`config.mk`:
```
export PLATFORM = sky130hd
export DESIGN_NAME = fraction_arithmetic_unit_top_flat
export DESIGN_NICKNAME = d
export VERILOG_FILES = /design/src/design/fau_pkg.sv /design/src/design/fau_in_if.sv /design/src/design/fau_out_if.sv /design/src/design/fau_queue.sv /design/src/design/fau_front.sv /design/src/design/fau_back.sv /design/src/design/fraction_arithmetic_unit_top.sv /design/src/flat_wrapper.sv
export SDC_FILE = /design/constraint.sdc
export NUM_CORES = 2
export LEC_CHECK = 0
export ABC_AREA = 0
export BUFFER_PORTS_ARGS = -buffer_cell sky130_fd_sc_hd__buf_2
export CORE_AREA = 2 2 289 319
export DETAILED_ROUTE_END_ITERATION = 10
export DIE_AREA = 0 0 291 321
export PLACE_DENSITY_LB_ADDON = 0.12
export SETUP_SLACK_MARGIN = 0.4
export SLEW_MARGIN = 20
export SYNTH_ARGS = -nofsm -noshare
export SYNTH_HDL_FRONTEND = slang
export SYNTH_SLANG_ARGS = --single-unit
```
`constraint.sdc`:
```
create_clock -name i_clk -period 31.1 [get_ports i_clk]
set_input_delay 9.33 -clock i_clk [delete_from_list [all_inputs] [get_ports i_clk]]
set_output_delay 9.33 -clock i_clk [all_outputs]
set_load 0.01 [all_outputs]
```
`src/design/fau_pkg.sv`:
```
package fau_pkg;

    // Default operand width of the four input operands.
    localparam int OPERAND_WIDTH = 16;

    // Fixed result widths.
    localparam int RES_NUM_W = 33;
    localparam int RES_DEN_W = 32;

    // Depth of the job queue between the front and back parts.
    localparam int QUEUE_DEPTH = 2;

    // Operation codes.
    localparam logic [1:0] OP_ADD = 2'd0;
    localparam logic [1:0] OP_SUB = 2'd1;
    localparam logic [1:0] OP_MUL = 2'd2;
    localparam logic [1:0] OP_DIV = 2'd3;

    // Status codes.
    localparam logic [1:0] ST_VALID = 2'd0;
    localparam logic [1:0] ST_ZERO  = 2'd1;
    localparam logic [1:0] ST_UNDEF = 2'd2;

    // Index of the last of the small primes 2, 3, 5, 7, 11.
    localparam logic [2:0] LAST_PRIME = 3'd4;

    // Inverse of an odd constant modulo 2^64 by Newton iteration.
    // Each step doubles the number of correct low bits, starting from three.
    function automatic logic [63:0] inv_mod64(input logic [63:0] p);
        logic [63:0] x;
        x = p;
        for (int i = 0; i < 6; i++) begin
            x = x * (64'd2 - p * x);
        end
        return x;
    endfunction

endpackage

```
`src/design/fau_in_if.sv`:
```
interface fau_in_if #(
    parameter int OPERAND_WIDTH = fau_pkg::OPERAND_WIDTH
);
    logic                            valid;
    logic                            ready;
    logic [1:0]                      operation;
    logic signed [OPERAND_WIDTH-1:0] a_num;
    logic signed [OPERAND_WIDTH-1:0] a_den;
    logic signed [OPERAND_WIDTH-1:0] b_num;
    logic signed [OPERAND_WIDTH-1:0] b_den;

    modport source (output valid, operation, a_num, a_den, b_num, b_den, input ready);
    modport sink   (input valid, operation, a_num, a_den, b_num, b_den, output ready);
endinterface

```
`src/design/fau_out_if.sv`:
```
interface fau_out_if;
    logic                                 valid;
    logic                                 ready;
    logic signed [fau_pkg::RES_NUM_W-1:0] res_num;
    logic signed [fau_pkg::RES_DEN_W-1:0] res_den;
    logic [1:0]                           status;

    modport source (output valid, res_num, res_den, status, input ready);
    modport sink   (input valid, res_num, res_den, status, output ready);
endinterface

```
`src/design/fau_queue.sv`:
```
module fau_queue #(
    parameter int DATA_W = 8,
    parameter int DEPTH  = fau_pkg::QUEUE_DEPTH
) (
    input  logic              i_clk,
    input  logic              i_rst_n,
    input  logic              i_push,
    input  logic [DATA_W-1:0] i_data,
    output logic              o_full,
    input  logic              i_pop,
    output logic [DATA_W-1:0] o_data,
    output logic              o_empty
);
    localparam int AW = (DEPTH > 1) ? $clog2(DEPTH) : 1;
    localparam int CW = $clog2(DEPTH + 1);

    logic [DATA_W-1:0] r_mem [DEPTH];
    logic [AW-1:0]     r_wptr;
    logic [AW-1:0]     r_rptr;
    logic [CW-1:0]     r_count;
    logic              do_push;
    logic              do_pop;

    assign o_full  = (r_count == CW'(DEPTH));
    assign o_empty = (r_count == '0);
    assign do_push = i_push && !o_full;
    assign do_pop  = i_pop && !o_empty;
    assign o_data  = r_mem[r_rptr];

    always_ff @(posedge i_clk) begin
        if (do_push) begin
            r_mem[r_wptr] <= i_data;
        end
    end

    always_ff @(posedge i_clk) begin
        if (!i_rst_n) begin
            r_wptr  <= '0;
            r_rptr  <= '0;
            r_count <= '0;
        end else begin
            if (do_push) begin
                r_wptr <= (r_wptr == AW'(DEPTH - 1)) ? '0 : r_wptr + 1'b1;
            end
            if (do_pop) begin
                r_rptr <= (r_rptr == AW'(DEPTH - 1)) ? '0 : r_rptr + 1'b1;
            end
            if (do_push && !do_pop) begin
                r_count <= r_count + 1'b1;
            end else if (do_pop && !do_push) begin
                r_count <= r_count - 1'b1;
            end
        end
    end

endmodule

```
`src/design/fau_front.sv`:
```
module fau_front #(
    parameter int OPERAND_WIDTH = fau_pkg::OPERAND_WIDTH,
    parameter int JOB_W         = 4 + 4 * OPERAND_WIDTH
) (
    input  logic             i_clk,
    input  logic             i_rst_n,
    fau_in_if.sink           i_in,
    output logic             o_push,
    output logic [JOB_W-1:0] o_job,
    input  logic             i_full
);
    localparam int W  = OPERAND_WIDTH;
    localparam int PW = 2 * W;
    localparam int NW = 2 * W + 1;

    typedef enum logic [5:0] {
        F_IDLE = 6'b000001,
        F_MUL0 = 6'b000010,
        F_MUL1 = 6'b000100,
        F_MUL2 = 6'b001000,
        F_SUM  = 6'b010000,
        F_PUSH = 6'b100000
    } t_front_state;

    t_front_state          r_state;
    t_front_state          n_state;
    logic [1:0]            r_op;
    logic signed [W-1:0]   r_an;
    logic signed [W-1:0]   r_ad;
    logic signed [W-1:0]   r_bn;
    logic signed [W-1:0]   r_bd;
    logic signed [PW-1:0]  r_p0;
    logic signed [PW-1:0]  r_p1;
    logic signed [PW-1:0]  r_p2;
    logic signed [NW-1:0]  r_num;
    logic signed [PW-1:0]  r_den;
    logic signed [W-1:0]   mul_x;
    logic signed [W-1:0]   mul_y;
    logic signed [PW-1:0]  mul_p;
    logic signed [NW-1:0]  num_ext0;
    logic signed [NW-1:0]  num_ext1;
    logic signed [NW-1:0]  num_sum;
    logic [NW-1:0]         num_negated;
    logic [PW-1:0]         den_negated;
    logic [PW-1:0]         num_mag;
    logic [PW-1:0]         den_mag;
    logic [1:0]            status;

    assign i_in.ready = (r_state == F_IDLE);

    // One shared multiplier; each product state picks its operand pair.
    always_comb begin
        mul_x = r_an;
        mul_y = r_bd;
        case (r_state)
            F_MUL0: begin
                mul_x = r_an;
                mul_y = (r_op == fau_pkg::OP_MUL) ? r_bn : r_bd;
            end
            F_MUL1: begin
                mul_x = r_bn;
                mul_y = r_ad;
            end
            F_MUL2: begin
                mul_x = r_ad;
                mul_y = (r_op == fau_pkg::OP_DIV) ? r_bn : r_bd;
            end
            default: begin
                mul_x = r_an;
                mul_y = r_bd;
            end
        endcase
    end

    assign mul_p = mul_x * mul_y;

    assign num_ext0 = NW'(r_p0);
    assign num_ext1 = NW'(r_p1);

    always_comb begin
        case (r_op)
            fau_pkg::OP_ADD: num_sum = num_ext0 + num_ext1;
            fau_pkg::OP_SUB: num_sum = num_ext0 - num_ext1;
            default:         num_sum = num_ext0;
        endcase
    end

    // The magnitudes fit in PW unsigned bits for every operand pattern.
    assign num_negated = -r_num;
    assign den_negated = -r_den;
    assign num_mag = r_num[NW-1] ? num_negated[PW-1:0] : r_num[PW-1:0];
    assign den_mag = r_den[PW-1] ? den_negated : r_den;

    always_comb begin
        if (r_num == '0) begin
            status = fau_pkg::ST_ZERO;
        end else if (r_den == '0) begin
            status = fau_pkg::ST_UNDEF;
        end else begin
            status = fau_pkg::ST_VALID;
        end
    end

    assign o_push = (r_state == F_PUSH);
    assign o_job  = {status, r_num[NW-1], r_den[PW-1], num_mag, den_mag};

    always_comb begin
        case (r_state)
            F_IDLE:  n_state = i_in.valid ? F_MUL0 : F_IDLE;
            F_MUL0:  n_state = F_MUL1;
            F_MUL1:  n_state = F_MUL2;
            F_MUL2:  n_state = F_SUM;
            F_SUM:   n_state = F_PUSH;
            F_PUSH:  n_state = i_full ? F_PUSH : F_IDLE;
            default: n_state = F_IDLE;
        endcase
    end

    always_ff @(posedge i_clk) begin
        if (!i_rst_n) begin
            r_state <= F_IDLE;
        end else begin
            r_state <= n_state;
        end
    end

    always_ff @(posedge i_clk) begin
        case (r_state)
            F_IDLE: begin
                if (i_in.valid) begin
                    r_op <= i_in.operation;
                    r_an <= i_in.a_num;
                    r_ad <= i_in.a_den;
                    r_bn <= i_in.b_num;
                    r_bd <= i_in.b_den;
                end
            end
            F_MUL0: r_p0 <= mul_p;
            F_MUL1: r_p1 <= mul_p;
            F_MUL2: r_p2 <= mul_p;
            F_SUM: begin
                r_num <= num_sum;
                r_den <= r_p2;
            end
            default: begin
            end
        endcase
    end

endmodule

```
`src/design/fau_back.sv`:
```
module fau_back #(
    parameter int OPERAND_WIDTH = fau_pkg::OPERAND_WIDTH,
    parameter int JOB_W         = 4 + 4 * OPERAND_WIDTH
) (
    input  logic             i_clk,
    input  logic             i_rst_n,
    input  logic             i_empty,
    input  logic [JOB_W-1:0] i_job,
    output logic             o_pop,
    fau_out_if.source        o_out
);
    localparam int N  = 2 * OPERAND_WIDTH;
    localparam int NW = N + 1;
    localparam int RNW = fau_pkg::RES_NUM_W;
    localparam int RDW = fau_pkg::RES_DEN_W;
    localparam int NEXT = (NW > RNW) ? NW : RNW;
    localparam int DEXT = (N > RDW) ? N : RDW;

    localparam logic [N-1:0] MASK = {N{1'b1}};
    localparam logic [N-1:0] INV3  = N'(fau_pkg::inv_mod64(64'd3));
    localparam logic [N-1:0] INV5  = N'(fau_pkg::inv_mod64(64'd5));
    localparam logic [N-1:0] INV7  = N'(fau_pkg::inv_mod64(64'd7));
    localparam logic [N-1:0] INV11 = N'(fau_pkg::inv_mod64(64'd11));
    localparam logic [N-1:0] LIM3  = MASK / 3;
    localparam logic [N-1:0] LIM5  = MASK / 5;
    localparam logic [N-1:0] LIM7  = MASK / 7;
    localparam logic [N-1:0] LIM11 = MASK / 11;

    typedef enum logic [2:0] {
        B_IDLE = 3'b001,
        B_RED  = 3'b010,
        B_FIN  = 3'b100
    } t_back_state;

    t_back_state           r_state;
    logic [1:0]            r_status;
    logic                  r_num_neg;
    logic                  r_den_neg;
    logic [N-1:0]          r_num_mag;
    logic [N-1:0]          r_den_mag;
    logic [2:0]            r_k;
    logic                  r_ovalid;
    logic signed [RNW-1:0] r_res_num;
    logic signed [RDW-1:0] r_res_den;
    logic [1:0]            r_res_status;

    logic [N-1:0]           sel_inv;
    logic [N-1:0]           sel_lim;
    logic [N-1:0]           q_num;
    logic [N-1:0]           q_den;
    logic                   div_ok;
    logic signed [NW-1:0]   num_s;
    logic signed [N-1:0]    den_s;
    logic signed [NEXT-1:0] num_ext;
    logic signed [DEXT-1:0] den_ext;
    logic                   fin_take;

    // Exact division by an odd prime is a multiply by its inverse modulo 2^N;
    // the value was divisible exactly when the quotient does not exceed
    // (2^N - 1) / p. The prime 2 is a plain shift.
    always_comb begin
        case (r_k)
            3'd1: begin
                sel_inv = INV3;
                sel_lim = LIM3;
            end
            3'd2: begin
                sel_inv = INV5;
                sel_lim = LIM5;
            end
            3'd3: begin
                sel_inv = INV7;
                sel_lim = LIM7;
            end
            default: begin
                sel_inv = INV11;
                sel_lim = LIM11;
            end
        endcase
        if (r_k == 3'd0) begin
            q_num  = r_num_mag >> 1;
            q_den  = r_den_mag >> 1;
            div_ok = !r_num_mag[0] && !r_den_mag[0];
        end else begin
            q_num  = N'(r_num_mag * sel_inv);
            q_den  = N'(r_den_mag * sel_inv);
            div_ok = (q_num <= sel_lim) && (q_den <= sel_lim);
        end
    end

    assign num_s   = r_num_neg ? -{1'b0, r_num_mag} : {1'b0, r_num_mag};
    assign den_s   = r_den_neg ? -r_den_mag : r_den_mag;
    assign num_ext = NEXT'(num_s);
    assign den_ext = DEXT'(den_s);

    assign o_pop    = (r_state == B_IDLE) && !i_empty;
    assign fin_take = (r_state == B_FIN) && (!r_ovalid || o_out.ready);

    assign o_out.valid   = r_ovalid;
    assign o_out.res_num = r_res_num;
    assign o_out.res_den = r_res_den;
    assign o_out.status  = r_res_status;

    always_ff @(posedge i_clk) begin
        if (!i_rst_n) begin
            r_state  <= B_IDLE;
            r_ovalid <= 1'b0;
        end else begin
            if (fin_take) begin
                r_ovalid <= 1'b1;
            end else if (o_out.ready) begin
                r_ovalid <= 1'b0;
            end
            case (r_state)
                B_IDLE: begin
                    if (!i_empty) begin
                        r_state <= (i_job[JOB_W-1 -: 2] == fau_pkg::ST_VALID) ? B_RED : B_FIN;
                    end
                end
                B_RED: begin
                    if (!div_ok && r_k == fau_pkg::LAST_PRIME) begin
                        r_state <= B_FIN;
                    end
                end
                B_FIN: begin
                    if (fin_take) begin
                        r_state <= B_IDLE;
                    end
                end
                default: r_state <= B_IDLE;
            endcase
        end
    end

    always_ff @(posedge i_clk) begin
        case (r_state)
            B_IDLE: begin
                if (!i_empty) begin
                    {r_status, r_num_neg, r_den_neg, r_num_mag, r_den_mag} <= i_job;
                    r_k <= '0;
                end
            end
            B_RED: begin
                // A prime is retried until it no longer divides both parts.
                if (div_ok) begin
                    r_num_mag <= q_num;
                    r_den_mag <= q_den;
                end else if (r_k != fau_pkg::LAST_PRIME) begin
                    r_k <= r_k + 1'b1;
                end
            end
            B_FIN: begin
                if (fin_take) begin
                    r_res_status <= r_status;
                    case (r_status)
                        fau_pkg::ST_ZERO: begin
                            r_res_num <= '0;
                            r_res_den <= RDW'(1);
                        end
                        fau_pkg::ST_UNDEF: begin
                            r_res_num <= '0;
                            r_res_den <= '0;
                        end
                        default: begin
                            r_res_num <= num_ext[RNW-1:0];
                            r_res_den <= den_ext[RDW-1:0];
                        end
                    endcase
                end
            end
            default: begin
            end
        endcase
    end

`ifndef SYNTH
    a_red_nonzero: assert property (@(posedge i_clk) disable iff (!i_rst_n)
        r_state == B_RED |-> (r_num_mag != '0) && (r_den_mag != '0))
        else $error("reduction running on a zero magnitude");

    a_red_shrinks: assert property (@(posedge i_clk) disable iff (!i_rst_n)
        r_state == B_RED |=> (r_num_mag <= $past(r_num_mag)) &&
                             (r_den_mag <= $past(r_den_mag)))
        else $error("reduction step grew a magnitude");

    a_prime_index: assert property (@(posedge i_clk) disable iff (!i_rst_n)
        r_state == B_RED |-> r_k <= fau_pkg::LAST_PRIME)
        else $error("prime index out of range");

    a_fin_only_valid_path: assert property (@(posedge i_clk) disable iff (!i_rst_n)
        r_state == B_RED |-> r_status == fau_pkg::ST_VALID)
        else $error("zero or undefined job entered reduction");
`endif

endmodule

```
`src/design/fraction_arithmetic_unit_top.sv`:
```
// Fraction arithmetic unit: exact add, subtract, multiply or divide of two
// signed fractions a_num/a_den and b_num/b_den, reduced by the primes 2, 3,
// 5, 7 and 11.
// Channels: i_in carries one operation and four operands per beat; o_out
// returns one beat per input beat, in order, with the reduced numerator and
// denominator and a status (valid, zero result, or undefined for a zero
// denominator). A zero numerator wins over a zero denominator.
// The front part takes a beat, forms three raw products on one shared
// multiplier in states MUL0, MUL1 and MUL2, adds or subtracts two of them
// for add and subtract in state SUM, and classifies the job as it pushes it
// into a two-entry queue in state PUSH. The back part strips one shared
// prime factor per cycle and tries each of the five primes once more before
// finishing; at the default width it removes at most 30 factors per job.
// The front part can take a new beat while the back part still reduces an
// earlier job, so the back part's reduction loop sets sustained throughput.
// Reset empties the queue and drops any pending result. When the receiver
// stalls, the result waits in the output register, the back part holds its
// next finished job, the queue fills, and the front part holds one more job
// with i_in not ready until the stall clears. Apart from stalls, i_in drops
// ready after each beat while the front part works on it and pushes it.
module fraction_arithmetic_unit_top #(
    parameter int OPERAND_WIDTH = fau_pkg::OPERAND_WIDTH
) (
    input  logic      i_clk,
    input  logic      i_rst_n,
    fau_in_if.sink    i_in,
    fau_out_if.source o_out
);
    // Each job carries status, two sign bits and two 2*OPERAND_WIDTH magnitudes.
    localparam int JOB_W = 4 + 4 * OPERAND_WIDTH;

    logic             push;
    logic [JOB_W-1:0] push_job;
    logic             full;
    logic             pop;
    logic [JOB_W-1:0] pop_job;
    logic             empty;

    fau_front #(
        .OPERAND_WIDTH (OPERAND_WIDTH),
        .JOB_W         (JOB_W)
    ) u_front (
        .i_clk   (i_clk),
        .i_rst_n (i_rst_n),
        .i_in    (i_in),
        .o_push  (push),
        .o_job   (push_job),
        .i_full  (full)
    );

    fau_queue #(
        .DATA_W (JOB_W),
        .DEPTH  (fau_pkg::QUEUE_DEPTH)
    ) u_queue (
        .i_clk   (i_clk),
        .i_rst_n (i_rst_n),
        .i_push  (push),
        .i_data  (push_job),
        .o_full  (full),
        .i_pop   (pop),
        .o_data  (pop_job),
        .o_empty (empty)
    );

    fau_back #(
        .OPERAND_WIDTH (OPERAND_WIDTH),
        .JOB_W         (JOB_W)
    ) u_back (
        .i_clk   (i_clk),
        .i_rst_n (i_rst_n),
        .i_empty (empty),
        .i_job   (pop_job),
        .o_pop   (pop),
        .o_out   (o_out)
    );

endmodule
```
`src/flat_wrapper.sv`:
```
// flat-port wrapper written by rule: the top's interface ports become plain ports
module fraction_arithmetic_unit_top_flat 
#(
    parameter int OPERAND_WIDTH = fau_pkg::OPERAND_WIDTH
)
  (i_clk, i_rst_n, i_in_valid, i_in_operation, i_in_a_num, i_in_a_den, i_in_b_num, i_in_b_den, i_in_ready, o_out_valid, o_out_res_num, o_out_res_den, o_out_status, o_out_ready);
  fau_in_if #(.OPERAND_WIDTH(OPERAND_WIDTH)) i_in_i ();
  fau_out_if o_out_i ();
  input  logic i_clk;
  input  logic i_rst_n;
  input wire logic [$bits(i_in_i.valid)-1:0] i_in_valid;
  input wire logic [$bits(i_in_i.operation)-1:0] i_in_operation;
  input wire logic [$bits(i_in_i.a_num)-1:0] i_in_a_num;
  input wire logic [$bits(i_in_i.a_den)-1:0] i_in_a_den;
  input wire logic [$bits(i_in_i.b_num)-1:0] i_in_b_num;
  input wire logic [$bits(i_in_i.b_den)-1:0] i_in_b_den;
  output wire logic [$bits(i_in_i.ready)-1:0] i_in_ready;
  output wire logic [$bits(o_out_i.valid)-1:0] o_out_valid;
  output wire logic [$bits(o_out_i.res_num)-1:0] o_out_res_num;
  output wire logic [$bits(o_out_i.res_den)-1:0] o_out_res_den;
  output wire logic [$bits(o_out_i.status)-1:0] o_out_status;
  input wire logic [$bits(o_out_i.ready)-1:0] o_out_ready;
  assign i_in_i.valid = i_in_valid;
  assign i_in_i.operation = i_in_operation;
  assign i_in_i.a_num = i_in_a_num;
  assign i_in_i.a_den = i_in_a_den;
  assign i_in_i.b_num = i_in_b_num;
  assign i_in_i.b_den = i_in_b_den;
  assign i_in_ready = i_in_i.ready;
  assign o_out_valid = o_out_i.valid;
  assign o_out_res_num = o_out_i.res_num;
  assign o_out_res_den = o_out_i.res_den;
  assign o_out_status = o_out_i.status;
  assign o_out_i.ready = o_out_ready;
  fraction_arithmetic_unit_top #(.OPERAND_WIDTH(OPERAND_WIDTH)) u_core (.i_clk(i_clk), .i_rst_n(i_rst_n), .i_in(i_in_i), .o_out(o_out_i));
endmodule
```
### Yosys cells after proc, flatten, opt, wreduce, memory -nomap -nowiden

Memories as Yosys holds them, arrays and structs flattened. A register that Yosys moved wholly into a read port is not among the register bits.
Cells that the tools add are included.

| operators by class | value |
|---|---|
| add/subtract/negate cells | 11 |
| multipliers | 3 |
| magnitude comparators | 2 |
| equality and inequality tests | 26 |
| multiplexer cells | 45 |
| bitwise logic cells | 2 |
| reduce and logical (&&, ||, !) cells | 35 |

Operators with widths:

| cell | count |
|---|---|
| 2-to-1 mux 32 bit | 10 |
| one-hot mux 32 bit (2 select lines) | 3 |
| one-hot mux 31 bit (3 select lines) | 2 |
| negator 32 bit | 3 |
| one-hot mux 33 bit (2 select lines) | 1 |
| <= comparator 32 bit | 2 |
| multiplier 32 x 32 -> 32 bit | 2 |
| one-hot mux 16 bit (3 select lines) | 1 |
| one-hot mux 6 bit (6 select lines) | 1 |
| adder 32 x 32 -> 33 bit | 1 |
| logical NOT 33 bit | 1 |
| negator 32 -> 33 bit | 1 |
| subtractor 32 x 32 -> 33 bit | 1 |
| logical NOT 32 bit | 1 |
| multiplier 16 x 16 -> 32 bit | 1 |
| 2-to-1 mux 16 bit | 2 |
| one-hot mux 16 bit (2 select lines) | 1 |
| 2-to-1 mux 3 bit | 7 |
| inequality test 2 bit (second input constant) | 6 |
| 2-to-1 mux 2 bit | 5 |
| equality test 3 x 2 -> 1 bit (second input constant) | 3 |
| logical AND 1 bit | 9 |
| 2-to-1 mux 1 bit | 9 |
| one-hot mux 3 bit (3 select lines) | 1 |
| 28 further kinds | 50 |

| storage, ports and cells | value |
|---|---|
| register bits | 379 |
| bits in writable memories | 136 |
| word-level logic and storage cells | 151 |
| memories kept | 1 |

Memories:

| name | words | bits a word | rd ports | clocked after Yosys merged registers in | write ports | line | RTL |
|---|---|---|---|---|---|---|---|
| u_core.u_queue.r_mem | 2 | 68 | 1 | 1 | 1 | fau_queue.sv:17 | `logic [DATA_W-1:0] r_mem [DEPTH];` |

### Longest topological paths before layout

| logic depth | value |
|---|---|
| depth after elaboration | 10 |
| gate-level depth with buffers | 45 |
| depth with buffers taken out | 41 |

### Cells and area by module

A second synthesis with hierarchy kept.

| unflattened totals | value |
|---|---|
| cell total of the unflattened synthesis | 6365 |
| area total of the unflattened synthesis | 63846.2 um^2 |

Modules (own cells, without submodules):

| module | instances | cells each | area an instance (um^2) | seq. area each (um^2) |
|---|---|---|---|---|
| fau_back | 1 | 4075 | 37211.9 | 4224.1 |
| fau_front | 1 | 2053 | 21416.8 | 6936.7 |
| fau_queue | 1 | 237 | 5217.5 | 4184.0 |

### Worst setup path before layout

OpenSTA, ideal clock, no wires.

| path | value |
|---|---|
| path kind | input to register |
| from | input port o_out_ready |
| to | register u_core.u_back.r_res_den[0] (netlist: u_core.u_back.o_out.res_den[0]), enable pin |
| setup time | 0.500 ns |
| arrival time | 12.376 ns |
| path slack | 18.224 ns |
| cell stages on the path | 2 |
| path buffers | 0 |
| cells stage by stage | nor2b_1 -> nor2b_1 |

| on the way | value |
|---|---|
| cells in the longest elaborated chain, start to end | 3 |

RTL lines:

| what | line | RTL |
|---|---|---|
| from (decl) | flat_wrapper.sv:22 | `input wire logic [$bits(o_out_i.ready)-1:0] o_out_ready;` |
| logical OR 1 bit | fau_back.sv:97 | `assign fin_take = (r_state == B_FIN) && (!r_ovalid \|\| o_out.ready);` |
| logical AND 1 bit | fau_back.sv:97 |  |
| via u_core.u_back.fin_take | fau_back.sv:56 | `logic fin_take;` |
| AND reduction 2 bit (no line) | n/a |  |
| to (signal assigned) | fau_back.sv:166 | `r_res_den <= den_ext[RDW-1:0];` |
| to (decl) | fau_back.sv:44 | `logic signed [RDW-1:0] r_res_den;` |

The timed path passes the listed nets, and every way through them passes these cells.
A chain may end at the register's enable or synchronous reset.

### Worst setup path in the final report

| path | value |
|---|---|
| from | register u_core.u_back.r_k[1] |
| to | register u_core.u_back.r_num_mag[31], enable pin |

| on the way | value |
|---|---|
| cells in the longest elaborated chain, start to end | 8 |
| elaborated cells between the ends (all ways) | 14 |
| classes of those cells | mul (2); order compare (2); eq/ne (4); mux (3); reduce/logical (3) |

RTL lines:

| what | line | RTL |
|---|---|---|
| from (decl) | fau_back.sv:41 | `logic [2:0] r_k;` |
| from (signal assigned) | fau_back.sv:149 | `r_k <= r_k + 1'b1;` |
| equality test 3 x 2 -> 1 bit or equality test 3 x 1 -> 1 bit (tied branches) | fau_back.sv:62 | `case (r_k)` |
| one-hot mux 31 bit (3 select lines) | fau_back.sv:62 |  |
| multiplier 32 x 32 -> 32 bit, on equally long branches | fau_back.sv:85, fau_back.sv:86 |  |
| <= comparator 32 bit | fau_back.sv:87 | `div_ok = (q_num <= sel_lim) && (q_den <= sel_lim);` |
| logical AND 1 bit | fau_back.sv:87 |  |
| 2-to-1 mux 1 bit * | fau_back.sv:80 | `if (r_k == 3'd0) begin` |
| inequality test 2 bit (no line) * | n/a |  |
| AND reduction 3 bit (no line) * | n/a |  |
| to (signal assigned) | fau_back.sv:139 | `{r_status, r_num_neg, r_den_neg, r_num_mag, r_den_mag} <= i_job;` |
| to (signal assigned) | fau_back.sv:146 | `r_num_mag <= q_num;` |
| to (decl) | fau_back.sv:39 | `logic [N-1:0] r_num_mag;` |

Mark *: on every way between the ends. The rest lies on a longest branch, timed or not.

==> summary.md <==
| Metric | Value |
|---|---|
| Status | `finished, final reports clean` |
| Endpoints failing hold | `0` |
| Initial Utilization | `69.2%` |
| Gpl congestion | `1.06` |
| Commonest cells after routing, fill and taps aside | `inv_1, fa_1, nand2_1, edfxtp_1, ha_1` |
| Largest net degree at the start of global routing | `70` |
| RSZ-0062 raised after global routing | `no` |
| Setup TNS | `0 ns` |
| DR DRC count | `0` |
| PortBufs | `138` |
| Die ar. | `93400 µm²` |
| Clk buf depth | `3` |
| Max incr delay on CP | `0.65 ns` |
| Commonest non-fill, non-tap cell in the layout | `inv_1` |
| Vias per Instance | `6.14` |
| Yosys cell types | `82` |
| Drt total wl | `189000 µm` |
| Max FO, Critical Path | `62` |
| Hold depth | `0` |
| Ranking of synthesized cells by area | `fa_1, edfxtp_1, ha_1` |
| Die height | `321 µm` |
| CP arrival | `13.13 ns` |
| Reg with most FFs | `u_core.u_queue.r_mem` |
| Final cycle utilization of the critical path | `41.3%` |
| Root Driver | `clkbuf_16` |
| Global-route wire length before repair | `289000 µm` |
| Critical Path Most Common Cell | `ha_1` |
| Final ANT Viol Nets | `0` |
| Crit path capture type | `flop` |
| WL per Instance | `25.5 µm` |
| Fmax | `0.0779 GHz` |
| Worst slew pin tran | `1.18 ns` |
| Synth async-reset ratio | `0%` |
| Final max-slew violation count | `0` |
| FF-to-FF Start | `u_core.u_back.r_k[1]` |
| Mapped Area | `62600 µm²` |
| DP HPWL | `151000 µm` |
| Synth top area share | `32.5%` |
| Worst-path clk slew | `0.06 ns` |
| Vias | `45.6k` |
| Hold buffers post-CTS | `0` |
| Type of the most critical hold path | `flop to flop` |
| Largest register FFs | `136` |
| Worst Hold Path EP | `u_core.u_front.r_den[13]` |
| Worst hold path startpoint | `u_core.u_front.r_p2[13]` |
| Layout cell share with drive strength beyond 1 | `6.46%` |
| Final instance area | `66600 µm²` |
| Mean Syn Cell Area | `10.2 µm²` |
| Area leader, netlist | `fa_1` |
| P&R area growth vs syn | `6.42%` |
| Cell row count | `116` |
| Clk_skew | `0.0326 ns` |
| Gr ovfl total | `0` |
| Register bit total from synthesis | `516` |
| CP Class | `flop to flop` |
| Min Tclk post-route | `12.83 ns` |
| Placed cell area | `64600 µm²` |
| Die width | `291 µm` |
| Worst path slowest cell | `fa_1` |
| CTS tree | `yes` |
| Syn_nets | `7697` |
| Post-synth top flop | `edfxtp_1` |
| Htree depth | `2` |
| Final setup vio count | `0` |
| Worst r2r dst | `u_core.u_back.r_num_mag[31]` |
| Core area | `90400 µm²` |
| EDFF count, synth | `501` |
| Detailed Route Iter0 Violations | `4855` |
| Initial antenna violation count | `7` |
| R2r setup slk | `18.27 ns` |
| # IOs | `139` |
| Required time worst endpoint | `31.40 ns` |
| All-Layer GR Usage | `42.1%` |
| Resized cells post-CTS | `0` |
| Pre-antenna DRT Iters | `9` |
| Cts bufs inserted | `55` |
| CTS sink count | `516` |
| Clock insertion delay at the later pin of the skew report | `0.70 ns` |
| Synth warnings | `0` |
| Max-cap violations | `0` |
| Crit path launch type | `flop` |
| Seq/Total Area, Yosys | `24.5%` |
| Nets | `7757` |
| FF-to-FF path depth | `39` |
| Number of global-route vias before repair | `47.7k` |
| Postcts setup bufs | `0` |
| Synthesized instance count | `6129` |
| Worst relative slew slack | `21.2%` |
## metal layers
layer	wire length (µm)	GRT usage, %	share of wire (%)	up-vias
met4	12900	23.5	6.8	2
met2	89600	68.5	47	2580
met3	19700	9.05	10	688
met1	67100	53.0	35	22636
li1	-	-	-	19652
met5	13	0	0.0069	-
## stage by stage
step,hold slack (ns),utilization [%],cells,setup slack (ns)
6_report,0.419,73.6,7420,18.27
5_1_grt,0.426,73.6,7418,17.66
4_1_cts,0.419,73.6,7416,18.55
3_5_place_dp,0.405,71.5,7312,18.62
3_3_place_gp,0.401,71.5,7312,18.58
2_1_floorplan,0.400,-,6129,18.22
## worst max-delay path by stage
stage | startpoint | slack [ns] | end | cells past startpoint
6_report | u_core.u_back.r_k[1] | 18.27 | u_core.u_back.r_num_mag[31] | 39
2_1_floorplan | o_out_ready | 18.22 | u_core.u_back.o_out.res_den[0] | 2
3_5_place_dp | u_core.u_back.r_k[1] | 18.62 | u_core.u_back.r_den_mag[21] | 39
3_3_place_gp | u_core.u_back.r_k[1] | 18.58 | u_core.u_back.r_den_mag[20] | 40
4_1_cts | u_core.u_back.r_k[1] | 18.55 | u_core.u_back.r_num_mag[31] | 39
5_1_grt | u_core.u_back.r_k[1] | 17.66 | u_core.u_back.r_num_mag[31] | 39
## cell usage after synthesis (6+ instances only)
cell,n
inv_1,1251
fa_1,1017
nand2_1,662
edfxtp_1,501
ha_1,481
nor2_1,342
xnor2_1,293
clkbuf_1,191
a21oi_1,166
o21ai_0,163
and2_1,139
nor3_1,76
nor2b_1,73
xor2_1,68
a211oi_1,58
a31oi_1,55
nand3_1,42
nand2b_1,38
o31ai_1,38
buf_1,27
o21a_1,27
mux2i_1,26
or2_2,26
or3_1,26
a21o_1,22
o41ai_1,21
a221oi_1,20
or4_1,20
a221o_1,19
and3_1,19
nand4_1,16
nor4_1,16
dfxtp_1,15
a22oi_1,14
o21bai_1,14
o211ai_1,10
mux2_2,9
o2111ai_1,8
a211o_1,7
nand3b_1,7
a22o_1,6
clkinv_1,6
## logic make-up after synthesis
logic type	synth area share (%)
XOR/XNOR	5.23
multiplexers	0.578
AO/OA/AOI/OAI	7.42
buffers and inverters	8.97
adder cells (fa/ha/maj)	42.2
AND/OR/NAND/NOR	11.1
flip-flops	24.5
## area by class of cell
cell class,count,area (µm²)
diodes,4,10.0
clock buffers,62,1420
clock inverters,42,508
fillers,6645,23800
inverters,1262,4740
multi-input cells,4126,41700
flip-flops and latches,516,15300
well taps,1180,1480
repair buffers,228,1370
## worst max-delay path, delay by kind of cell (launching register included)
family / cells / cell delay, ns
AO/OA/AOI/OAI: 14 / 3.65
buffers and inverters: 6 / 1.85
XOR/XNOR: 1 / 0.11
flip-flops: 1 / 0.56
adder cells (fa/ha/maj): 11 / 4.18
AND/OR/NAND/NOR: 7 / 2.01
Power is left out: the tool's default activity adds up to more than one toggle a clock period on the data nets, which glitch-free logic cannot reach.
